## src/design/rc2g_pkg.sv

```systemverilog
// ----------------------------------------------------------------------------
// RC2 generator package
// Shared constants, types and the permutation table.
// ----------------------------------------------------------------------------
`default_nettype none
package rc2g_pkg;
   localparam int unsigned CSR_INDEX_W = 1;
   localparam logic [CSR_INDEX_W-1:0] CSR_KEY_BYTES = 1'b0;
   localparam logic [CSR_INDEX_W-1:0] CSR_COUNTER_SEED = 1'b1;
   localparam logic [63:0] KEY_RESET = 64'h0706050403020100;
   localparam logic [63:0] SEED_RESET = 64'h0F0E0D0C0B0A0908;

   typedef struct packed {
      logic       we;
      logic [5:0] waddr;
      logic [15:0] wdata;
   } kwrite_type;

   function automatic logic [7:0] pitable(input logic [7:0] a);
      logic [7:0] t [256];
      t = '{
         8'hd9,8'h78,8'hf9,8'hc4,8'h19,8'hdd,8'hb5,8'hed,8'h28,8'he9,8'hfd,8'h79,8'h4a,8'ha0,8'hd8,8'h9d,
         8'hc6,8'h7e,8'h37,8'h83,8'h2b,8'h76,8'h53,8'h8e,8'h62,8'h4c,8'h64,8'h88,8'h44,8'h8b,8'hfb,8'ha2,
         8'h17,8'h9a,8'h59,8'hf5,8'h87,8'hb3,8'h4f,8'h13,8'h61,8'h45,8'h6d,8'h8d,8'h09,8'h81,8'h7d,8'h32,
         8'hbd,8'h8f,8'h40,8'heb,8'h86,8'hb7,8'h7b,8'h0b,8'hf0,8'h95,8'h21,8'h22,8'h5c,8'h6b,8'h4e,8'h82,
         8'h54,8'hd6,8'h65,8'h93,8'hce,8'h60,8'hb2,8'h1c,8'h73,8'h56,8'hc0,8'h14,8'ha7,8'h8c,8'hf1,8'hdc,
         8'h12,8'h75,8'hca,8'h1f,8'h3b,8'hbe,8'he4,8'hd1,8'h42,8'h3d,8'hd4,8'h30,8'ha3,8'h3c,8'hb6,8'h26,
         8'h6f,8'hbf,8'h0e,8'hda,8'h46,8'h69,8'h07,8'h57,8'h27,8'hf2,8'h1d,8'h9b,8'hbc,8'h94,8'h43,8'h03,
         8'hf8,8'h11,8'hc7,8'hf6,8'h90,8'hef,8'h3e,8'he7,8'h06,8'hc3,8'hd5,8'h2f,8'hc8,8'h66,8'h1e,8'hd7,
         8'h08,8'he8,8'hea,8'hde,8'h80,8'h52,8'hee,8'hf7,8'h84,8'haa,8'h72,8'hac,8'h35,8'h4d,8'h6a,8'h2a,
         8'h96,8'h1a,8'hd2,8'h71,8'h5a,8'h15,8'h49,8'h74,8'h4b,8'h9f,8'hd0,8'h5e,8'h04,8'h18,8'ha4,8'hec,
         8'hc2,8'he0,8'h41,8'h6e,8'h0f,8'h51,8'hcb,8'hcc,8'h24,8'h91,8'haf,8'h50,8'ha1,8'hf4,8'h70,8'h39,
         8'h99,8'h7c,8'h3a,8'h85,8'h23,8'hb8,8'hb4,8'h7a,8'hfc,8'h02,8'h36,8'h5b,8'h25,8'h55,8'h97,8'h31,
         8'h2d,8'h5d,8'hfa,8'h98,8'he3,8'h8a,8'h92,8'hae,8'h05,8'hdf,8'h29,8'h10,8'h67,8'h6c,8'hba,8'hc9,
         8'hd3,8'h00,8'he6,8'hcf,8'he1,8'h9e,8'ha8,8'h2c,8'h63,8'h16,8'h01,8'h3f,8'h58,8'he2,8'h89,8'ha9,
         8'h0d,8'h38,8'h34,8'h1b,8'hab,8'h33,8'hff,8'hb0,8'hbb,8'h48,8'h0c,8'h5f,8'hb9,8'hb1,8'hcd,8'h2e,
         8'hc5,8'hf3,8'hdb,8'h47,8'he5,8'ha5,8'h9c,8'h77,8'h0a,8'ha6,8'h20,8'h68,8'hfe,8'h7f,8'hc1,8'had};
      return t[a];
   endfunction
endpackage
`default_nettype wire

```

## src/design/rc2g_if.sv

```systemverilog
// ----------------------------------------------------------------------------
// RC2 generator channels
// Valid/ready channels for requests, responses and register writes.
// ----------------------------------------------------------------------------
`default_nettype none
interface rc2g_req_if;
   logic valid;
   logic ready;
   logic restart;
   modport source(output valid, output restart, input ready);
   modport sink(input valid, input restart, output ready);
endinterface

interface rc2g_rsp_if;
   logic valid;
   logic ready;
   logic [63:0] random_block;
   modport source(output valid, output random_block, input ready);
   modport sink(input valid, input random_block, output ready);
endinterface

interface rc2g_csr_if;
   logic valid;
   logic ready;
   logic [rc2g_pkg::CSR_INDEX_W-1:0] index;
   logic [63:0] data;
   modport source(output valid, output index, output data, input ready);
   modport sink(input valid, input index, input data, output ready);
endinterface
`default_nettype wire

```

## src/design/rc2g_key_ram.sv

```systemverilog
// ----------------------------------------------------------------------------
// RC2 generator key word memory
// 64 x 16 memory, one write and one registered read per cycle.
// ----------------------------------------------------------------------------
`default_nettype none
module rc2g_key_ram import rc2g_pkg::*; (
   input  wire logic        clock,
   input  wire kwrite_type  wr,
   input  wire logic [5:0]  raddr,
   output logic [15:0]      rdata
);
   logic [15:0] mem [64];
   always_ff @(posedge clock) begin
      if (wr.we) begin
         mem[wr.waddr] <= wr.wdata;
      end
      rdata <= mem[raddr];
   end
endmodule
`default_nettype wire

```

## src/design/rc2g_expander.sv

```systemverilog
// ----------------------------------------------------------------------------
// RC2 generator key expander
// Fills the 128-byte expansion memory and writes the 64 key words.
// ----------------------------------------------------------------------------
`default_nettype none
module rc2g_expander import rc2g_pkg::*; (
   input  wire logic        clock,
   input  wire logic        reset,
   input  wire logic        start,
   input  wire logic [63:0] key,
   output logic             busy,
   output kwrite_type       kwr
);
   localparam logic [2:0] S_IDLE = 3'd0, S_FWD = 3'd1, S_RED = 3'd2,
                          S_BWD = 3'd3, S_PACK = 3'd4;
   logic [2:0] state_ff, state_in;
   logic [7:0] cnt_ff, cnt_in;
   logic [7:0] prev_ff, prev_in;
   logic [7:0] last8_ff [8];
   logic [7:0] last8_in [8];
   logic [7:0] lo_ff, lo_in;
   logic [7:0] mem [128];
   logic       mwe;
   logic [6:0] mwaddr;
   logic [7:0] mwdata;
   logic [7:0] nb;

   // Forward and backward passes only need the eight most recent bytes,
   // kept in a shift line; the memory holds the full sequence for packing.
   always_comb begin
      state_in = state_ff;
      cnt_in = cnt_ff;
      prev_in = prev_ff;
      last8_in = last8_ff;
      lo_in = lo_ff;
      mwe = 1'b0;
      mwaddr = cnt_ff[6:0];
      mwdata = 8'h00;
      nb = 8'h00;
      kwr = '0;
      case (state_ff)
         S_IDLE: begin
            if (start) begin
               state_in = S_FWD;
               cnt_in = 8'd0;
            end
         end
         S_FWD: begin
            if (cnt_ff < 8'd8) begin
               nb = key[cnt_ff[2:0]*8 +: 8];
            end else begin
               nb = pitable(prev_ff + last8_ff[0]);
            end
            mwe = 1'b1;
            mwdata = nb;
            prev_in = nb;
            for (int i = 0; i < 7; i++) begin
               last8_in[i] = last8_ff[i+1];
            end
            last8_in[7] = nb;
            cnt_in = cnt_ff + 8'd1;
            if (cnt_ff == 8'd127) begin
               state_in = S_RED;
            end
         end
         S_RED: begin
            // last8 holds bytes 120..127 oldest first.
            nb = pitable(last8_ff[0]);
            mwe = 1'b1;
            mwaddr = 7'd120;
            mwdata = nb;
            prev_in = nb;
            last8_in[0] = nb;
            cnt_in = 8'd119;
            state_in = S_BWD;
         end
         S_BWD: begin
            // last8[0] is byte i+1, last8[7] byte i+8.
            nb = pitable(last8_ff[0] ^ last8_ff[7]);
            mwe = 1'b1;
            mwdata = nb;
            for (int i = 7; i > 0; i--) begin
               last8_in[i] = last8_ff[i-1];
            end
            last8_in[0] = nb;
            cnt_in = cnt_ff - 8'd1;
            if (cnt_ff == 8'd0) begin
               state_in = S_PACK;
            end
         end
         S_PACK: begin
            // cnt enters at 255 and walks 0..128; read data appears in the cycle after its address.
            if (cnt_ff[0] == 1'b0 && cnt_ff != 8'd0) begin
               kwr.we = 1'b1;
               kwr.waddr = 6'(cnt_ff[7:1] - 7'd1);
               kwr.wdata = {prev_ff, lo_ff};
            end
            if (cnt_ff[0] == 1'b1) begin
               lo_in = prev_ff;
            end
            cnt_in = cnt_ff + 8'd1;
            if (cnt_ff == 8'd128) begin
               state_in = S_IDLE;
            end
         end
         default: state_in = S_IDLE;
      endcase
   end

   always_ff @(posedge clock) begin
      if (mwe) begin
         mem[mwaddr] <= mwdata;
      end
      if (state_ff == S_PACK) begin
         prev_ff <= mem[cnt_ff[6:0]];
      end else begin
         prev_ff <= prev_in;
      end
      cnt_ff <= cnt_in;
      last8_ff <= last8_in;
      lo_ff <= lo_in;
      if (reset) begin
         state_ff <= S_IDLE;
      end else begin
         state_ff <= state_in;
      end
   end

   assign busy = (state_ff != S_IDLE) || start;

`ifndef NO_ASSERTIONS
   a_fwd_len: assert property (@(posedge clock) disable iff (reset)
      (state_ff == S_RED) |-> $past(cnt_ff) == 8'd127)
      else $error("forward pass length wrong");
   a_kw_pack: assert property (@(posedge clock) disable iff (reset)
      kwr.we |-> state_ff == S_PACK)
      else $error("key write outside packing");
   a_bwd_end: assert property (@(posedge clock) disable iff (reset)
      (state_ff == S_BWD && cnt_ff == 8'd0) |=> state_ff == S_PACK)
      else $error("backward pass did not end");
`endif
endmodule
`default_nettype wire

```

## src/design/rc2g_cipher.sv

```systemverilog
// ----------------------------------------------------------------------------
// RC2 generator cipher core
// Mix and mash rounds, one key word read from memory per step.
// ----------------------------------------------------------------------------
`default_nettype none
module rc2g_cipher import rc2g_pkg::*; (
   input  wire logic        clock,
   input  wire logic        reset,
   input  wire logic        start,
   input  wire logic [63:0] blk,
   output logic [5:0]       raddr,
   input  wire logic [15:0] rdata,
   output logic             done,
   output logic [63:0]      result
);
   // Each step: phase A issues the read, phase B consumes the data.
   logic        run_ff, run_in;
   logic        ph_ff, ph_in;
   logic [3:0]  round_ff, round_in;
   logic [1:0]  word_ff, word_in;
   logic        mash_ff, mash_in;
   logic [15:0] r_ff [4];
   logic [15:0] r_in [4];
   logic [15:0] a, b, c, x, s, rot;
   logic        last;

   always_comb begin
      run_in = run_ff;
      ph_in = ph_ff;
      round_in = round_ff;
      word_in = word_ff;
      mash_in = mash_ff;
      r_in = r_ff;
      done = 1'b0;
      last = 1'b0;
      x = r_ff[word_ff];
      a = r_ff[word_ff - 2'd1];
      b = r_ff[word_ff - 2'd2];
      c = r_ff[word_ff - 2'd3];
      if (mash_ff) begin
         raddr = a[5:0];
      end else begin
         raddr = {round_ff, word_ff};
      end
      s = 16'h0;
      rot = 16'h0;
      if (start) begin
         run_in = 1'b1;
         ph_in = 1'b0;
         round_in = 4'd0;
         word_in = 2'd0;
         mash_in = 1'b0;
         r_in[0] = blk[15:0];
         r_in[1] = blk[31:16];
         r_in[2] = blk[47:32];
         r_in[3] = blk[63:48];
      end else if (run_ff) begin
         if (!ph_ff) begin
            ph_in = 1'b1;
         end else begin
            ph_in = 1'b0;
            if (mash_ff) begin
               r_in[word_ff] = x + rdata;
            end else begin
               s = x + rdata + (a & b) + (~a & c);
               case (word_ff)
                  2'd0: rot = {s[14:0], s[15]};
                  2'd1: rot = {s[13:0], s[15:14]};
                  2'd2: rot = {s[12:0], s[15:13]};
                  default: rot = {s[10:0], s[15:11]};
               endcase
               r_in[word_ff] = rot;
            end
            word_in = word_ff + 2'd1;
            if (word_ff == 2'd3) begin
               if (!mash_ff && (round_ff == 4'd4 || round_ff == 4'd10)) begin
                  mash_in = 1'b1;
               end else begin
                  mash_in = 1'b0;
                  round_in = round_ff + 4'd1;
                  if (round_ff == 4'd15) begin
                     last = 1'b1;
                     run_in = 1'b0;
                  end
               end
            end
         end
      end
      done = last;
      result = {r_in[3], r_in[2], r_in[1], r_in[0]};
   end

   always_ff @(posedge clock) begin
      ph_ff <= ph_in;
      round_ff <= round_in;
      word_ff <= word_in;
      mash_ff <= mash_in;
      r_ff <= r_in;
      if (reset) begin
         run_ff <= 1'b0;
      end else begin
         run_ff <= run_in;
      end
   end

`ifndef NO_ASSERTIONS
   a_done_run: assert property (@(posedge clock) disable iff (reset)
      done |-> run_ff && round_ff == 4'd15 && word_ff == 2'd3)
      else $error("done outside last step");
   a_mash_rounds: assert property (@(posedge clock) disable iff (reset)
      (run_ff && mash_ff) |-> (round_ff == 4'd4 || round_ff == 4'd10))
      else $error("mash in wrong round");
   a_idle_stable: assert property (@(posedge clock) disable iff (reset)
      (!run_ff && !start) |=> !run_ff)
      else $error("core started without request");
`endif
endmodule
`default_nettype wire

```

## src/design/rc2_counter_mode_random_generator_unit.sv

```systemverilog
// ----------------------------------------------------------------------------
// RC2 counter-mode random generator
// Top level: registers, counter, key expansion and cipher control.
// ----------------------------------------------------------------------------
// Each request word yields one 64-bit random word. A normal request runs
// 72 key memory steps (64 mix plus 8 mash), each a read phase and a use phase
// on the single read port of the key memory. A restart request, and the first
// request after reset, first runs the key expansion (128 forward bytes, one
// reduced byte, 120 backward bytes, then packing into 64 key words).
`default_nettype none
module rc2_counter_mode_random_generator_unit import rc2g_pkg::*; (
   input wire logic clock,
   input wire logic reset,
   rc2g_req_if.sink   req,
   rc2g_rsp_if.source rsp,
   rc2g_csr_if.sink   csr
);
   localparam logic [1:0] T_IDLE = 2'd0, T_EXP = 2'd1, T_ENC = 2'd2, T_OUT = 2'd3;
   logic [1:0]  state_ff, state_in;
   logic [63:0] key_ff, seed_ff, ctr_ff, ctr_in, out_ff;
   logic        loaded_ff;
   logic        exp_start, exp_busy, enc_start, enc_done;
   logic [63:0] enc_result;
   logic [5:0]  raddr;
   logic [15:0] rdata;
   kwrite_type  kwr;

   assign csr.ready = 1'b1;
   assign req.ready = (state_ff == T_IDLE);
   assign rsp.valid = (state_ff == T_OUT);
   assign rsp.random_block = out_ff;

   always_comb begin
      state_in = state_ff;
      exp_start = 1'b0;
      enc_start = 1'b0;
      ctr_in = ctr_ff;
      case (state_ff)
         T_IDLE: begin
            if (req.valid) begin
               if (req.restart || !loaded_ff) begin
                  exp_start = 1'b1;
                  ctr_in = seed_ff;
                  state_in = T_EXP;
               end else begin
                  ctr_in = {ctr_ff[63:32] + 32'd1, ctr_ff[31:0]};
                  enc_start = 1'b1;
                  state_in = T_ENC;
               end
            end
         end
         T_EXP: begin
            if (!exp_busy) begin
               ctr_in = {ctr_ff[63:32] + 32'd1, ctr_ff[31:0]};
               enc_start = 1'b1;
               state_in = T_ENC;
            end
         end
         T_ENC: begin
            if (enc_done) begin
               state_in = T_OUT;
            end
         end
         T_OUT: begin
            if (rsp.ready) begin
               state_in = T_IDLE;
            end
         end
         default: state_in = T_IDLE;
      endcase
   end

   always_ff @(posedge clock) begin
      ctr_ff <= ctr_in;
      if (enc_done) begin
         out_ff <= enc_result;
      end
      if (reset) begin
         state_ff <= T_IDLE;
         loaded_ff <= 1'b0;
         key_ff <= KEY_RESET;
         seed_ff <= SEED_RESET;
      end else begin
         state_ff <= state_in;
         if (exp_start) begin
            loaded_ff <= 1'b1;
         end
         if (csr.valid && csr.index == CSR_KEY_BYTES) begin
            key_ff <= csr.data;
         end
         if (csr.valid && csr.index == CSR_COUNTER_SEED) begin
            seed_ff <= csr.data;
         end
      end
   end

   rc2g_expander u_exp (
      .clock(clock), .reset(reset), .start(exp_start), .key(key_ff),
      .busy(exp_busy), .kwr(kwr)
   );
   rc2g_key_ram u_ram (.clock(clock), .wr(kwr), .raddr(raddr), .rdata(rdata));
   rc2g_cipher u_enc (
      .clock(clock), .reset(reset), .start(enc_start), .blk(ctr_in),
      .raddr(raddr), .rdata(rdata), .done(enc_done), .result(enc_result)
   );

`ifndef NO_ASSERTIONS
   a_enc_after: assert property (@(posedge clock) disable iff (reset)
      enc_done |-> state_ff == T_ENC)
      else $error("cipher finished outside encryption");
   a_loaded: assert property (@(posedge clock) disable iff (reset)
      enc_start |-> loaded_ff || exp_start == 1'b0)
      else $error("encryption before key load");
   a_out_hold: assert property (@(posedge clock) disable iff (reset)
      (rsp.valid && !rsp.ready) |=> rsp.valid && $stable(rsp.random_block))
      else $error("response word dropped");
`endif
endmodule
`default_nettype wire
```

## src/flat_wrapper.sv

```systemverilog
// flat-port wrapper written by rule: the top's interface ports become plain ports
module rc2_counter_mode_random_generator_unit_flat import rc2g_pkg::*;
  (clock, reset, req_valid, req_restart, req_ready, rsp_valid, rsp_random_block, rsp_ready, csr_valid, csr_index, csr_data, csr_ready);
  rc2g_req_if req_i ();
  rc2g_rsp_if rsp_i ();
  rc2g_csr_if csr_i ();
  input wire logic clock;
  input wire logic reset;
  input wire logic [$bits(req_i.valid)-1:0] req_valid;
  input wire logic [$bits(req_i.restart)-1:0] req_restart;
  output wire logic [$bits(req_i.ready)-1:0] req_ready;
  output wire logic [$bits(rsp_i.valid)-1:0] rsp_valid;
  output wire logic [$bits(rsp_i.random_block)-1:0] rsp_random_block;
  input wire logic [$bits(rsp_i.ready)-1:0] rsp_ready;
  input wire logic [$bits(csr_i.valid)-1:0] csr_valid;
  input wire logic [$bits(csr_i.index)-1:0] csr_index;
  input wire logic [$bits(csr_i.data)-1:0] csr_data;
  output wire logic [$bits(csr_i.ready)-1:0] csr_ready;
  assign req_i.valid = req_valid;
  assign req_i.restart = req_restart;
  assign req_ready = req_i.ready;
  assign rsp_valid = rsp_i.valid;
  assign rsp_random_block = rsp_i.random_block;
  assign rsp_i.ready = rsp_ready;
  assign csr_i.valid = csr_valid;
  assign csr_i.index = csr_index;
  assign csr_i.data = csr_data;
  assign csr_ready = csr_i.ready;
  rc2_counter_mode_random_generator_unit u_core (.clock(clock), .reset(reset), .req(req_i), .rsp(rsp_i), .csr(csr_i));
endmodule
```

## config.mk

```make
export PLATFORM = sky130hd
export DESIGN_NAME = rc2_counter_mode_random_generator_unit_flat
export DESIGN_NICKNAME = d
export VERILOG_FILES = /design/src/design/rc2g_pkg.sv /design/src/design/rc2g_if.sv /design/src/design/rc2g_key_ram.sv /design/src/design/rc2g_expander.sv /design/src/design/rc2g_cipher.sv /design/src/design/rc2_counter_mode_random_generator_unit.sv /design/src/flat_wrapper.sv
export SDC_FILE = /design/constraint.sdc
export NUM_CORES = 2
export LEC_CHECK = 0
export BUFFER_PORTS_ARGS = -buffer_cell sky130_fd_sc_hd__buf_2
export CORE_MARGIN = 2
export CORE_UTILIZATION = 35
export CTS_CLUSTER_DIAMETER = 60
export CTS_CLUSTER_SIZE = 28
export DETAILED_ROUTE_END_ITERATION = 10
export PLACE_DENSITY = 0.55
export REMOVE_ABC_BUFFERS = 1
export SLEW_MARGIN = 20
export SYNTH_ARGS = -nofsm -noshare
export SYNTH_HDL_FRONTEND = slang
export SYNTH_SLANG_ARGS = --single-unit
```

## constraint.sdc

```tcl
create_clock -name clock -period 13.1 [get_ports clock]
set_input_delay 0 -clock clock [delete_from_list [all_inputs] [get_ports clock]]
set_output_delay 0 -clock clock [all_outputs]
set_load 0.005 [all_outputs]
```

### Word level (Yosys, flattened, before mapping)

Memories as Yosys holds them, arrays and structs flattened. A register that Yosys moved wholly into a read port is not among the register bits.
Index checks and enable logic that the tools add are counted.

| word-level totals | value |
|---|---|
| register bits | 423 |
| memory bits (writable) | 2,048 |
| bits in read-only memories | 6,144 |
| input bits | 71 |
| output and inout port bits | 67 |
| logic and storage cells | 206 |
| memories | 5 |

| operators by class | value |
|---|---|
| add/subtract/negate cells | 13 |
| magnitude comparators | 9 |
| equal/unequal tests | 23 |
| shift operators | 1 |
| mux-type cells | 85 |
| bitwise gates (word level) | 14 |
| reductions and logical operators | 29 |

Memory list:

| name | words | width | rd ports | clocked after memory_dff | write ports | RTL line | source |
|---|---|---|---|---|---|---|---|
| (no name shown) | 256 | 8 | 1 | 0 | 0 | rc2g_pkg.sv:38 | `return t[a];` |
| (no name shown) | 256 | 8 | 1 | 0 | 0 | rc2g_pkg.sv:38 |  |
| (no name shown) | 256 | 8 | 1 | 0 | 0 | rc2g_pkg.sv:38 |  |
| u_core.u_exp.mem | 128 | 8 | 1 | 1 | 1 | rc2g_expander.sv:22 | `logic [7:0] mem [128];` |
| u_core.u_ram.mem | 64 | 16 | 1 | 1 | 1 | rc2g_key_ram.sv:12 | `logic [15:0] mem [64];` |

Operator list:

| operator | count |
|---|---|
| $mux 64 | 7 |
| $mux 16 | 13 |
| $bmux 16 s2 | 4 |
| $bwmux 64 | 2 |
| $pmux 64 s2 | 1 |
| $pmux 56 s2 | 1 |
| $mux 8 | 9 |
| $shiftx 64x7->8 | 1 |
| $add 16x16->16 | 3 |
| $pmux 16 s3 | 1 |
| $pmux 8 s3 | 2 |
| $mux 23 | 2 |
| $add 32x1->32 const B | 1 |
| $and 16x16->16 | 2 |
| $demux 16 s2 | 1 |
| $pmux 8 s4 | 1 |
| $ge 9x9->1 const B | 3 |
| $not 8->9 | 3 |
| $mux 1 | 25 |
| $not 16->16 | 1 |
| $pmux 8 s2 | 1 |
| $pmux 3 s5 | 1 |
| $mux 7 | 2 |
| $ge 3x3->1 const B | 4 |
| 44 further kinds | 83 |

### Depth between registers and ports, before layout

| logic depth | value |
|---|---|
| word-level depth | 18 |
| depth in mapped cells | 26 |
| gate-level depth less buffers | 22 |

### Modules after synthesis

From an unflattened synthesis, not the netlist that was laid out.

| unflattened totals | value |
|---|---|
| cell total of the unflattened synthesis | 7,828 |
| area, all modules | 113,630.2 µm² |

By module, submodules not included:

| module | times used | cells each | area each (µm²) | sequential area each (µm²) |
|---|---|---|---|---|
| rc2g_expander | 1 | 3,858 | 55,236.7 | 33,592.2 |
| rc2g_key_ram | 1 | 1,829 | 40,042.2 | 31,069.8 |
| rc2_counter_mode_random_generator_unit | 1 | 1,160 | 10,565.1 | 5,825.6 |
| rc2g_cipher | 1 | 981 | 7,786.2 | 1,461.4 |

### Worst setup path after synthesis

No wires, ideal clock.

| timing | value |
|---|---|
| kind | reg2reg |
| start | register u_core.u_exp.last8_ff[56] (netlist name) |
| end | memory u_core.u_exp.mem[0][2], data pin |
| library setup time | 1,227 ps |
| arrival | 8,671 ps |
| required time | 11,873 ps |
| path slack | 3,201 ps |
| cell stages (with the launch flop) | 14 |
| path buffers | 1 |
| period minus slack after synthesis | 9,899 ps |
| cell sequence | edfxtp_1 ha_1 fa_1 clkbuf_1 clkinv_1 ha_1 inv_1 a21oi_1 o32ai_1 a211oi_1 or3_1 o2111ai_1 nand3_1 o31ai_1 |

| between the ends | value |
|---|---|
| cells in the longest elaborated chain, start to end | 7 |
| elaborated cells between the ends (all ways) | 16 |
| those cells by class | 1 x add/sub; 8 x mux; 4 x bitwise; 3 x memory |

RTL lines:

| what | RTL line | source |
|---|---|---|
| from (decl) | rc2g_expander.sv:19 | `logic [7:0] last8_ff [8];` |
| from (signal assigned) | rc2g_expander.sv:120 | `last8_ff <= last8_in;` |
| $add 8x8->8 | rc2g_expander.sv:52 | `nb = pitable(prev_ff + last8_ff[0]);` |
| $not 8->9 (not written as such) | rc2g_pkg.sv:38 |  |
| $mem_v2 256x8 | n/a |  |
| $mux 8 (not written as such) (2 in a row) | rc2g_pkg.sv:38 |  |
| $mux 8 | rc2g_expander.sv:49 | `if (cnt_ff < 8'd8) begin` |
| $pmux 8 s3 * | rc2g_expander.sv:41 | `case (state_ff)` |
| named net u_core.u_exp.mwdata[2] | rc2g_expander.sv:25 | `logic [7:0] mwdata;` |
| to (decl) | rc2g_expander.sv:22 |  |

Mark *: on every way through the listed nets, which the timed path passes. The rest lies on a longest branch. The select of a mux whose other input is x is not followed.

### Final worst setup path

| timing | value |
|---|---|
| start | register u_core.u_enc.word_ff[0] |
| end | register u_core.out_ff[46], in the netlist u_core.rsp.random_block[46], data pin |

| between the ends | value |
|---|---|
| cells in the longest elaborated chain, start to end | 18 |
| elaborated cells between the ends (all ways) | 44 |
| those cells by class | 6 x add/sub; 2 x order compare; 2 x eq/ne; 25 x mux; 7 x bitwise; 2 x reduce/logical |

RTL lines:

| what | RTL line | source |
|---|---|---|
| from (decl) | rc2g_cipher.sv:20 | `logic [1:0] word_ff, word_in;` |
| from (signal assigned) | rc2g_cipher.sv:96 | `word_ff <= word_in;` |
| branches (longest 14 deep; another with $add 16x16->16) | n/a |  |
| $mux 64 * | rc2g_cipher.sv:62 | `if (mash_ff) begin` |
| $mux 64 * | rc2g_cipher.sv:58 | `if (!ph_ff) begin` |
| $mux 64 * | rc2g_cipher.sv:57 | `end else if (run_ff) begin` |
| $mux 64 * | rc2g_cipher.sv:47 | `if (start) begin` |
| named net u_core.enc_result[46] | rc2_counter_mode_random_generator_unit.sv:23 | `logic [63:0] enc_result;` |
| to (signal assigned) | rc2_counter_mode_random_generator_unit.sv:76 | `out_ff <= enc_result;` |
| to (decl) | rc2_counter_mode_random_generator_unit.sv:20 | `logic [63:0] key_ff, seed_ff, ctr_ff, ctr_in, out_ff;` |

Mark *: on every way through the listed nets, which the timed path passes. The select of a mux whose other input is x is not followed.
A chain may end at the register's enable or synchronous reset.

==> flow_metrics.env <==
export IMPL_status="completed"
export IMPL_core_area_um2=318000
export IMPL_ys_seq_area_frac=0.643
export IMPL_portBuffers=136
export IMPL_grt_max_degree=131
export IMPL_path_max_fanout=55
export IMPL_initial_utilization=0.352
export IMPL_synthSimpleGateAreaFrac=0.0763
export IMPL_synthXorXnorAreaFrac=0.00754
export IMPL_worstHoldEndpoint="u_core.seed_ff[41]"
export IMPL_final_common_cell="edfxtp_1"
export IMPL_place_hpwl_um=217000
export IMPL_synth_compound_area_share=0.0938
export IMPL_synth_cell_types=112
export IMPL_avgViaCountPerCell=5.95
export IMPL_clock_sinks=2494
export IMPL_clock_root_buffer="clkbuf_16"
export IMPL_area_delta_synth_final_pct=12.0
export IMPL_max_freq_ghz=0.133
export IMPL_grt_usage=0.205
export IMPL_dpl_cell_count=11529
export IMPL_cts_resized=0
export IMPL_reg2reg_slack_ns=5.60
export IMPL_grt_pass1_vias=68656
export IMPL_rr_worst_depth=23
export IMPL_async_flop_share=0
export IMPL_grt_antenna_before_repair=16
export IMPL_wl_per_cell_um=28.6
export IMPL_crit_path_end_kind="flop"
export IMPL_drc=0
export IMPL_min_period_over_period=0.573
export IMPL_drv_cap=0
export IMPL_min_period_ns=7.50
export IMPL_drt_iter0_markers=10136
export IMPL_final_cells=11999
export IMPL_grt_pass1_wl_um=494000
export IMPL_synth_cells=7558
export IMPL_ys_seq_elements=2494
export IMPL_clock_path_buffers=4
export IMPL_hold_viol=0
export IMPL_worstPathRequired_ns=13.69
export IMPL_cts_tree="yes"
export IMPL_netlist_area_um2=112000
export IMPL_die_h_um=569
export IMPL_ant_nets=0
export IMPL_num_io_pins=138
export IMPL_rows=207
export IMPL_rsz0062_at_grt="no"
export IMPL_die_w_um=569
export IMPL_routed_wl_um=343000
export IMPL_worst_pin_slew_ns=1.28
export IMPL_synth_enable_flop_cells=2200
export IMPL_hp_start="csr_data[41]"
export IMPL_hold_path_class="input pin to flop"
export IMPL_globalplace_congestion=0.946
export IMPL_yosys_area_share_adder=0.0164
export IMPL_r2r_start="u_core.u_enc.word_ff[0]"
export IMPL_yosys_warnings=0
export IMPL_ys_flop_type="edfxtp_1"
export IMPL_final_util=0.394
export IMPL_vias=71413
export IMPL_drt_pass1_iter_count=6
export IMPL_layout_common_cells="2200 x edfxtp_1, 769 x nand2_1, 664 x mux4_2, 505 x nor2_1, 369 x a21oi_1"
export IMPL_worst_setup_path_type="flop to flop"
export IMPL_grt_overflow=0
export IMPL_fin_skew_ns=0.0725
export IMPL_cp_start_kind="flop"
export IMPL_critPathArrivalTime_ns=8.09
export IMPL_cts_clk_slew_worst_paths_ns=0.10
export IMPL_synth_mux_area_frac=0.138
export IMPL_synth_top_family_by_area="multiplexers"
export IMPL_maxSlewHeadroom=0.140
export IMPL_die_area_um2=324000
export IMPL_setup_violations=0
export IMPL_drive_gt1_frac=0.187
export IMPL_clk_insertion_delay_late_ns=0.89
export IMPL_worstSetupStartpoint="u_core.u_enc.word_ff[0]"
export IMPL_fin_nets=7885
export IMPL_h_tree_depth=4
export IMPL_dp_slack_ns=5.68
export IMPL_timing_hold_ws_ns=0.0625
export IMPL_cts_inserted_buffers=169
export IMPL_hold_depth=4
export IMPL_r2r_end="u_core.rsp.random_block[46]"
export IMPL_finalMaxSlewViolations=0
export IMPL_final_setup_worst_slack_ns=5.60
export IMPL_syn_area_per_cell_um2=14.8
Yosys cell counts, types with 40 or more instances:
master,count,share of area
o211ai_1,82,0.0055
nand2_1,772,0.026
a211oi_1,77,0.0052
nor2_1,528,0.018
buf_1,64,0.0021
a31oi_1,61,0.0034
buf_2,135,0.0060
clkbuf_1,323,0.011
inv_1,87,0.0029
a21o_1,46,0.0031
o22ai_1,151,0.0084
nand3_1,97,0.0043
nor3_1,151,0.0068
mux4_2,664,0.13
nand2b_1,47,0.0026
xnor2_1,52,0.0041
a21oi_1,372,0.017
o21ai_0,253,0.011
dfxtp_1,294,0.053
a311oi_1,45,0.0035
and2_1,44,0.0025
edfxtp_1,2200,0.59
ha_1,116,0.013
a221oi_1,40,0.0031
kinds of logic after synthesis:
logic type,after synthesis
and+or+nand+nor,1906
DFF,2494
AOI/OAI and AO/OA,1568
buffers and inverters,658
other,1
muxes,703
xor gates and xnor gates,93
adders and majority gates,135
per-layer routing:
| layer | wire [um] | up-vias | global-route usage | share of wire |
|---|---|---|---|---|
| met5 | 13 | - | 0 | 0.000038 |
| met3 | 27000 | 581 | 0.0300 | 0.079 |
| met1 | 148000 | 37194 | 0.297 | 0.43 |
| met4 | 10400 | 2 | 0.0567 | 0.030 |
| li1 | - | 30212 | - | - |
| met2 | 157000 | 3424 | 0.321 | 0.46 |
worst max-delay path: stages (launching register included):
cell       delay (ns)
dfxtp_4          0.72
buf_4            0.69
mux4_2           0.35
ha_1             0.19
inv_1            0.07
fa_1             0.42
nor2b_1          0.11
o21ai_0          0.16
a211oi_1         0.35
nor3_1           0.14
xnor2_1          0.27
inv_1            0.10
fa_1             0.49
inv_1            0.05
ha_1             0.36
a21o_1           0.23
a2111oi_0        0.44
a21oi_1          0.21
o31ai_1          0.30
xnor2_1          0.23
a221oi_1         0.28
o21ai_0          0.14
a31oi_1          0.65
a21oi_1          0.20
through the flow:
step,cell area [um2],TNS [ns]
3_3_place_gp,117000,0
3_5_place_dp,117000,0
6_report,125000,0
5_1_grt,125000,0
2_1_floorplan,109000,-144.80
4_1_cts,125000,0
how the worst max path moves through the flow:
stage / end / slack [ns] / depth (start not counted)
final: u_core.rsp.random_block[46] / 5.60 / 23
after CTS: u_core.u_ram.rdata[4] / 5.67 / 12
after global placement: u_core.rsp.random_block[32] / 5.64 / 23
after detailed placement: u_core.u_ram.rdata[3] / 5.68 / 12
after global routing: u_core.rsp.random_block[32] / 4.99 / 23
after floorplan: u_core.u_ram.rdata[14] / -9.26 / 8
final cells by class:
type | instances | area (um2)
fillers | 29177 | 193000
flip-flops and latches | 2494 | 72000
inverters | 100 | 375
well taps | 4180 | 5230
clock buffers | 177 | 4330
repair buffers | 508 | 4000
diodes | 6 | 15.0
multi-input cells | 4406 | 37600
clock inverters | 128 | 1740
timing repair:
| item | CTS | global route |
|---|---|---|
| hold endpoints to repair | 139 | 0 |
| endpoints found under the setup margin | 0 | 0 |
| hold buffers | 157 | 0 |
| setup buffers | 0 | 0 |
sequential cells by signal (all words and copies together) (netlist names), 64 cells and up, named ones only:
signal	cells
u_core.u_exp.mem	1024
u_core.rsp.random_block	64
u_core.u_exp.last8_ff	64
u_core.key_ff	64
u_core.u_ram.mem	1024
u_core.seed_ff	64
u_core.u_enc.r_ff	64
u_core.ctr_ff	64
Power is not shown: default switching activity piles up to over one toggle a cycle in this logic, so the estimate is an artifact.
